File: src/rtl/phrt_pkg.sv
// Shared constants, status codes and controller/datapath interface types for the rule hash table.
package phrt_pkg;

  localparam int MAX_SLOTS = 1024;
  localparam int SLOT_W    = $clog2(MAX_SLOTS);
  localparam int CNT_W     = SLOT_W + 1;
  localparam int SYM_W     = 16;
  localparam int KEY_W     = 2 * SYM_W;
  localparam int VALUE_W   = 64;
  localparam int STATUS_W  = 3;
  localparam int DIV_CNT_W = $clog2(KEY_W);
  localparam int CFG_W     = 16;

  localparam int IN_DATA_W  = 3 * SYM_W + VALUE_W;
  localparam int OUT_BITS   = SLOT_W + VALUE_W + CNT_W;
  localparam int OUT_DATA_W = ((OUT_BITS + 7) / 8) * 8;

  localparam logic [SYM_W-1:0] SYM_ABSENT = 16'hFFFF;

  localparam logic OP_INSERT = 1'b0;
  localparam logic OP_LOOKUP = 1'b1;

  localparam logic REG_SLOT_COUNT = 1'b0;
  localparam logic REG_NT_COUNT   = 1'b1;

  localparam logic [STATUS_W-1:0] ST_STORED    = 3'd0;
  localparam logic [STATUS_W-1:0] ST_FOUND     = 3'd1;
  localparam logic [STATUS_W-1:0] ST_NOT_FOUND = 3'd2;
  localparam logic [STATUS_W-1:0] ST_FULL      = 3'd3;
  localparam logic [STATUS_W-1:0] ST_SKIPPED   = 3'd4;

  typedef struct packed {
    logic                accept;
    logic                div_step;
    logic                clear_step;
    logic                write_slot;
    logic                advance;
    logic                set_result;
    logic [STATUS_W-1:0] res_status;
    logic                load_out;
  } cmd_t;

  typedef struct packed {
    logic skip;
    logic is_lookup;
    logic div_last;
    logic clear_last;
    logic key_empty;
    logic key_match;
    logic walk_end;
    logic out_free;
  } sts_t;

endpackage

File: src/rtl/phrt_ctrl.sv
// Controller state machine: clearing pass, home-slot division, probe walk and result handoff.
module phrt_ctrl
  import phrt_pkg::*;
(
  input  logic clk,
  input  logic rst,
  input  logic s_tvalid,
  output logic s_tready,
  input  sts_t sts,
  output cmd_t cmd
);

  localparam logic [2:0] S_CLEAR  = 3'd0;
  localparam logic [2:0] S_IDLE   = 3'd1;
  localparam logic [2:0] S_START  = 3'd2;
  localparam logic [2:0] S_DIV    = 3'd3;
  localparam logic [2:0] S_READ   = 3'd4;
  localparam logic [2:0] S_CMP    = 3'd5;
  localparam logic [2:0] S_RESULT = 3'd6;

  logic [2:0] state;
  logic [2:0] state_next;

  assign s_tready = (state == S_IDLE);

  always_comb begin
    state_next = state;
    cmd        = '0;
    case (state)
      S_CLEAR: begin
        cmd.clear_step = 1'b1;
        if (sts.clear_last) begin
          state_next = S_IDLE;
        end
      end
      S_IDLE: begin
        if (s_tvalid) begin
          cmd.accept = 1'b1;
          state_next = S_START;
        end
      end
      S_START: begin
        if (sts.skip) begin
          cmd.set_result = 1'b1;
          cmd.res_status = ST_SKIPPED;
          state_next     = S_RESULT;
        end else begin
          state_next = S_DIV;
        end
      end
      S_DIV: begin
        cmd.div_step = 1'b1;
        if (sts.div_last) begin
          state_next = S_READ;
        end
      end
      S_READ: begin
        state_next = S_CMP;
      end
      S_CMP: begin
        if (sts.key_match || sts.key_empty) begin
          cmd.set_result = 1'b1;
          if (!sts.is_lookup) begin
            cmd.write_slot = 1'b1;
            cmd.res_status = ST_STORED;
          end else if (sts.key_match) begin
            cmd.res_status = ST_FOUND;
          end else begin
            cmd.res_status = ST_NOT_FOUND;
          end
          state_next = S_RESULT;
        end else if (sts.walk_end) begin
          cmd.set_result = 1'b1;
          cmd.res_status = sts.is_lookup ? ST_NOT_FOUND : ST_FULL;
          state_next     = S_RESULT;
        end else begin
          cmd.advance = 1'b1;
          state_next  = S_READ;
        end
      end
      S_RESULT: begin
        if (sts.out_free) begin
          cmd.load_out = 1'b1;
          state_next   = S_IDLE;
        end
      end
      default: begin
        state_next = S_IDLE;
      end
    endcase
  end

  always_ff @(posedge clk) begin
    if (rst) begin
      state <= S_CLEAR;
    end else begin
      state <= state_next;
    end
  end

endmodule

File: config.mk
export PLATFORM = sky130hd
export DESIGN_NAME = phrt_ctrl
export DESIGN_NICKNAME = d
export VERILOG_FILES = /design/src/rtl/phrt_pkg.sv /design/src/rtl/phrt_ctrl.sv
export SDC_FILE = /design/constraint.sdc
export NUM_CORES = 1
export LEC_CHECK = 0
export BUFFER_PORTS_ARGS = -buffer_cell sky130_fd_sc_hd__buf_2
export CAP_MARGIN = 15
export CORE_AREA = 2 2 39 41
export DETAILED_ROUTE_END_ITERATION = 12
export DIE_AREA = 0 0 41 43
export HOLD_SLACK_MARGIN = 0.1
export SYNTH_ARGS = -nofsm -noshare
export SYNTH_HDL_FRONTEND = slang
export SYNTH_SLANG_ARGS = --single-unit
File: constraint.sdc
create_clock -name clk -period 1.2 [get_ports clk]
set_clock_uncertainty 0.05 [all_clocks]
set_input_delay 0.3 -clock clk [delete_from_list [all_inputs] [get_ports clk]]
set_output_delay 0.3 -clock clk [all_outputs]
set_load 0.05 [all_outputs]
==> results of run 1 <==
-- area by class of cell --
type                       instances  area [sq um]  share of cell area, %
clock buffer                       4          26.3                   2.77
timing repair buffer              45           395                   41.7
tap                               16          20.0                   2.11
multi-input combinational         41           422                   44.5
sequential                         3          71.3                   7.52
inverter                           2          13.8                   1.45
-- logic make-up after synthesis --
kind of cell / after synthesis / share of synthesized area [%]
buf+inv: 4 / 7.28
flops: 3 / 18.4
simple gates: 28 / 47.5
mux: 1 / 3.07
compound gates: 12 / 23.8
-- worst max-delay path by stage --
stage          endpoint  cells past startpoint  slack [ns]
3_3_place_gp     cmd[1]                      5       -0.32
3_5_place_dp     cmd[1]                      5       -0.35
2_1_floorplan    cmd[9]                      3       -0.41
6_report         cmd[9]                      4       -0.37
4_1_cts          cmd[2]                      4       -0.42
5_1_grt          cmd[6]                      4       -0.43
-- per-stage QoR --
step           instances  setup WS, ns
2_1_floorplan         48        -0.412
3_3_place_gp          99        -0.319
3_5_place_dp          99        -0.354
4_1_cts              109        -0.423
5_1_grt              111        -0.431
6_report             111        -0.375
-- power groups by stage --
stage / clock network (mW) / registers, mW / logic [mW]
floorplan: 0 / 0.183 / 0.642
global placement: 0 / 0.210 / 0.865
detailed placement: 0 / 0.206 / 0.874
CTS: 0.181 / 0.217 / 1.20
global route: 0.188 / 0.227 / 1.34
finish: 0.177 / 0.220 / 1.27
-- cells in the mapped netlist, types with 2 or more instances --
cell type,count,area (sq um)
nor3_1,5,25.0
and2_1,2,12.5
nand2_1,3,11.3
dfxtp_1,3,60.1
a21oi_1,4,20.0
nand2b_1,3,18.8
inv_1,2,7.51
nand3b_1,2,15.0
o21ai_0,2,10.0
nand3_1,2,10.0
nor2_1,7,26.3
-- repair_timing --
action / 4_1_cts / 5_1_grt
setup buffers: 6 / 4
hold endpoints to repair: 0 / 0
endpoints found under the setup margin: 14 / 14
pin swaps: 10 / 8
resized for setup: 43 / 11
-- per-layer routing --
metal	up-vias	track usage, %	wire, um
met5	-	0	0
met4	0	4.00	0
met3	0	2.09	70
met2	18	32.5	823
met1	267	19.2	521
li1	273	-	-
==> impl_results.md, run 1 <==
- Gr usage total: 17.4%
- Hold Path Origin: rst
- Clock root buffer: clkbuf_4
- Setup CP Type: reg2out
- Tot Pwr: 1.66 mW
- Top cell family by delay on the critical path: flip-flops
- Average size of a mapped cell: slightly below 7 sq um
- Clock power frac: 10.6%
- Worst path required time: 0.85 ns
- Syn. warnings: 0
- Worst hold path type: in2reg
- Mapped Cells: 48
- WL/cell: approximately 13 um
- CTS Hold Buffers Added: 0
- Crit-path max cell delay: between 0.3 and 0.4 ns
- IO buf count: 21
- R2R Path End: state[1]$_SDFFE_PP0P_
- Hold worst-path end: state[2]$_SDFFE_PP0P_
- Worst path arrival time: between 1 and 1.5 ns
- TritonCTS Buffers: 3
- Worst VDD drop: 1490 uV
- Crit Reg-Reg Startpoint: state[1]$_SDFFE_PP0P_
- # rows: 14
- Critical Path Slowest Stage Cell: dfxtp_4
- Largest registers: state (3)
- Commonest non-fill, non-tap cell in the layout: buf_4
- Netlist cell types: 24
- Vias/cell: 5.03
- Fin area: 948 sq um
- GPL Wtd Cong: 0.749
- Final WS setup: -0.375 ns
- Worst-margin pin slew: 0.442 ns
- Part of the power in combinational logic: about three quarters
- Startpoint types: flop
- Die area: 1760 sq um
- PwrDens: 1750 nW/um^2
- GRT overflow: 0
- Register-to-Register Path Depth: 7
- Core area: between 1000 and 1500 sq um
- Final hold slack: 0.187 ns
- Worst setup EP type: primary output
- Post-synth EDFFs: 0
- Pleak: between 0.3 and 0.4 nW
- Initial antenna violation count: 0
- Antenna diode count: 0
- Final net count: 107
- Deepest clock path buffer count: 2
- Crit-path cells: buf_8, nor3_4, and2_4, buf_8
- R2R setup slack: -0.17 ns
- Fin Setup TNS: -3.80 ns
- Ys flop type: dfxtp_1
- Placed inst area: 671 sq um
- First-pass GRT wire length: around 2100 um
- IO Count: 22
- Rel. slew slack: 69.8%
- FILL cells: 111
- Final hold violations: 0
- Vias in the first global route: 497
- Final WL: ~1400 um
- Max Slew Vio Count: 0
- CTS clk-pin slew, worst paths: 0.04 ns
- CP startpoint: state[2]$_SDFFE_PP0P_
- Async S/R FF share, synth: 0%
- RSZ-0062 raised after global routing: yes
- Die Wd: 41 um
- Violated checks: negative setup slack
- Commonest non-fill, non-tap cells in the layout: buf_4, buf_6, buf_2, nor3_4, buf_8
- Pre-Repair DR Iteration Count: 4
- Status: finished with violations
- Buf/Inv on CP: 2
- Cell Int Power: ~0.89 mW
- Area Growth Syn to Fin: 190%
- Initial Util: 23.6%
- #FFs+latches synth: 3
- Post-synth net total: 59
- Hold Path Cell Cnt: 2
- Max-cap violation count: 0
- Violation count after the first detailed-route iteration: 4
- Vias: 558
- Share of layout cells above drive strength 1: 81.1%
- Net switching power: between 0.7 and 0.8 mW
- DR DRC count: 0
- Most used cell, CP: buf_8
- Register area share after synthesis: a little under a fifth
- Final cycle utilization of the critical path: 131%
- Max FFs per register: 3
- Cell area after synthesis: 327 sq um
- Switching Share: between 40% and 50%
- Worst-Skew Late Latency: 0.23 ns
- Layout Utilization: just under 70%
- CTS tree: yes
- Clock sink total: 3
- Tmin final: roughly 1.6 ns
- Placed wire-length estimate: 914 um
- Height of the die: 43 um
- Maximum fanout along the worst path: 6
- Final ANT Viol Nets: 0
- Final setup fails: 14
- H-tree lvl count: 1
- Reg with most FFs: state
- Achievable frequency: between 0.6 and 0.7 GHz
- Largest net degree at the start of global routing: 7
- Reg power frac: 13.2%
(Power assumes the default switching activity.)
==> run 2: changes to the inputs <==
--- a/config.mk
+++ b/config.mk
@@ -5,6 +5,7 @@
 export SDC_FILE = /design/constraint.sdc
 export NUM_CORES = 1
 export LEC_CHECK = 0
+export ABC_AREA = 1
 export BUFFER_PORTS_ARGS = -buffer_cell sky130_fd_sc_hd__buf_2
 export CAP_MARGIN = 15
 export CORE_AREA = 2 2 39 41
==> run 2 against run 1 <==
The run still ends with negative setup slack left. Design area shrank 16%. Synthesized cell count grew 42%. Register-to-register slack gained 0.12 ns. Non-clock buffer count shrank 12. Total power grew 8.5%. Cell count grew 7.2%. Hold slack lost 0.0091 ns. Routed wire length shrank 29%. Combinational power grew 9%. Worst setup slack gained 0.025 ns. Sequential share of layout area grew 1.5 points. Clock power is essentially flat.
==> impl_results.md, run 2 <==
- Vias/cell: 4.24 (-16%)
- Average size of a mapped cell: 4.99 sq um (-27%)
- Maximum fanout along the worst path: 5 (-1)
- Fin area: 795 sq um (-16%)
- Pleak: 0.400 nW (+1.8%)
- Vias in the first global route: 464 (-6.6%)
- Final WS setup: -0.349 ns (+0.0253 ns)
- Mapped Cells: 68 (+42%)
- Tot Pwr: 1.80 mW (+8.5%)
- Worst setup EP type: primary output
- Rel. slew slack: 82.7% (+13 points)
- R2R Path End: state[0]$_SDFFE_PP0P_
- Core area: 1380 sq um (unchanged)
- Height of the die: 43 um (unchanged)
- Crit Reg-Reg Startpoint: state[0]$_SDFFE_PP0P_
- Max FFs per register: 3 (unchanged)
- R2R setup slack: -0.05 ns (+0.12 ns)
- Deepest clock path buffer count: 2 (unchanged)
- Setup CP Type: reg2out
- Leading post-synthesis cells by cell area: nand2_1, dfxtp_1, inv_1, nor2_1, buf_6
- Commonest non-fill, non-tap cell in the layout: nand2_1
- # placed instances: 114 (+15%)
- #FFs+latches synth: 3 (unchanged)
- Worst-margin pin slew: 0.259 ns (-0.183 ns)
- Final WL: 1010 um (-29%)
- Register area share after synthesis: 17.7% (-0.68 points)
- Die area: 1760 sq um (unchanged)
- Synth cell count leaders: nand2_1, inv_1, nor2_1, a21oi_1
- TritonCTS Buffers: 3 (unchanged)
- GPL Wtd Cong: 0.763 (+1.7%)
- IO Count: 22 (unchanged)
- RSZ-0062 raised after global routing: yes
- FILL cells: 123 (+11%)
- Final cycle utilization of the critical path: 129% (-2.1 points)
- Pre-Repair DR Iteration Count: 4 (unchanged)
- Cell Count, Final, Fillers Out: 119 (+7.2%)
- Status: finished with violations
- Violated checks: negative setup slack
- WL/cell: 8.48 um (-33%)
- Hold worst-path end: state[2]$_SDFFE_PP0P_
- Worst path arrival time: 1.20 ns (-0.02 ns)
- First-pass GRT wire length: 1710 um (-19%)
- Final net count: 115 (+7.5%)
- Post-synth EDFFs: 0 (unchanged)
- Final hold violations: 0 (unchanged)
- Final ANT Viol Nets: 0 (unchanged)
- Syn. warnings: 0 (unchanged)
- Count leader, synth: nand2_1
- CTS tree: yes
- Clock sink total: 3 (unchanged)
- CTS Hold Buffers Added: 0 (unchanged)
- Vias: 505 (-9.5%)
- Initial Util: 24.5% (+0.90 points)
- GRT overflow: 0 (unchanged)
- Worst VDD drop: 1170 uV (-21%)
- Reg with most FFs: state
- Largest net degree at the start of global routing: 6 (-1)
- Placed inst area: 629 sq um (-6.2%)
- Layout Utilization: 57.4% (-11 points)
- Cell area after synthesis: 339 sq um (+3.8%)
- Register-to-Register Path Depth: 8 (+1)
- Post-synth net total: 79 (+34%)
- Final setup fails: 14 (unchanged)
- # rows: 14 (unchanged)
- Max-cap violation count: 0 (unchanged)
- CTS clk-pin slew, worst paths: 0.03 ns (about the same)
- Worst path required time: 0.85 ns (about the same)
- Sequential cell area: 71.3 sq um (unchanged)
- Violation count after the first detailed-route iteration: 1 (-3)
- Achievable frequency: 0.645 GHz (+1.6%)
- Placed wire-length estimate: 798 um (-13%)
- Hold Path Origin: rst
- Crit-path max cell delay: 0.36 ns (about the same)
- PwrDens: 2270 nW/um^2 (+29%)
- Async S/R FF share, synth: 0% (unchanged)
- Commonest non-fill, non-tap cells in the layout: nand2_1, inv_1, buf_4, buf_2, buf_6
- Max Slew Vio Count: 0 (unchanged)
- Die Wd: 41 um (unchanged)
- Worst-Skew Late Latency: 0.24 ns (about the same)
- H-tree lvl count: 1 (unchanged)
- Gr usage total: 14.1% (-3.3 points)
- Yosys top cell by area: nand2_1
- Area Growth Syn to Fin: 134%
- Share of layout cells above drive strength 1: 60.2% (-21 points)
- Hold Path Cell Cnt: 2 (unchanged)
- Crit-path cells: nor2_1, nand2_2, o21ai_4, buf_6
- Worst hold path type: in2reg
- Initial antenna violation count: 0 (unchanged)
- Antenna diode count: 0 (unchanged)
- Ys flop type: dfxtp_1
- Critical Path Slowest Stage Cell: dfxtp_4
- Netlist cell types: 11 (-54%)
- IO buf count: 21 (unchanged)
- Tmin final: 1.55 ns (-0.0253 ns)
- Multi-input gate area: 343 sq um (-19%)
- Largest registers: state (3)
- DR DRC count: 0 (unchanged)
- Startpoint types: flop
- Top cell type's share of synthesized area: 22.1% (+3.7 points)
- Clock root buffer: clkbuf_4
-- run 2: worst max path at each step --
stage | from | to
finish | state[0]$_SDFFE_PP0P_ | cmd[4]
global placement | sts[3] | cmd[1]
floorplan | state[0]$_SDFFE_PP0P_ | cmd[6]
global route | state[2]$_SDFFE_PP0P_ | cmd[6]
detailed placement | sts[3] | cmd[1]
CTS | state[2]$_SDFFE_PP0P_ | cmd[6]
-- run 2: layout make-up --
type	count	area share [%]
Tap cell	16	2.52
Sequential cell	3	8.98
Inverter	15	7.87
Timing Repair Buffer	33	34.2
Multi-Input combinational cell	48	43.1
Clock buffer	4	3.31
-- run 2: through the flow --
stage                     setup TNS [ns]  setup slack [ns]  hold slack, ns
after detailed placement           -2.44            -0.279           0.422
after CTS                          -3.58            -0.357           0.173
after global routing               -4.38            -0.410           0.192
final                              -3.45            -0.349           0.178
after floorplan                    -2.57            -0.278           0.312
after global placement             -2.36            -0.263           0.419
-- run 2: routing by layer --
metal / share of wire (%) / routed length [um] / track usage, % / vias up
li1: - / - / - / 268
met3: 4.0 / 40 / 4.71 / 2
met5: 0 / 0 / 0 / -
met1: 38 / 381 / 13.6 / 221
met4: 1.2 / 12 / 4.00 / 0
met2: 57 / 574 / 25.9 / 14
-- run 2: timing repair --
action                                  CTS  global route
gates cloned                              0             0
resized for setup                        33             7
setup buffers                             1             0
endpoints found under the setup margin   14            14
pin swaps                                 2             3
-- run 2: kinds of logic (layout without fill, tap and decap cells) --
family	after synthesis	count (layout)	synth area share, %
compound gates	7	7	11.1
buf+inv	17	52	23.2
flops	3	3	17.7
simple gates	41	41	48.0
-- run 2: power by group --
part,internal [mW],switching [mW],leakage (nW)
registers,0.166,0.0830,0.0267
clock network,0.125,0.0543,0.0150
logic,0.562,0.814,0.358
total,0.852,0.951,0.400
-- run 2: critical path: cells and delay by family, from the launching register on --
kind	cells	cell delay, ns
AO/OA/AOI/OAI	1	0.14
buffers and inverters	1	0.17
flip-flops	1	0.36
AND/OR/NAND/NOR	2	0.30
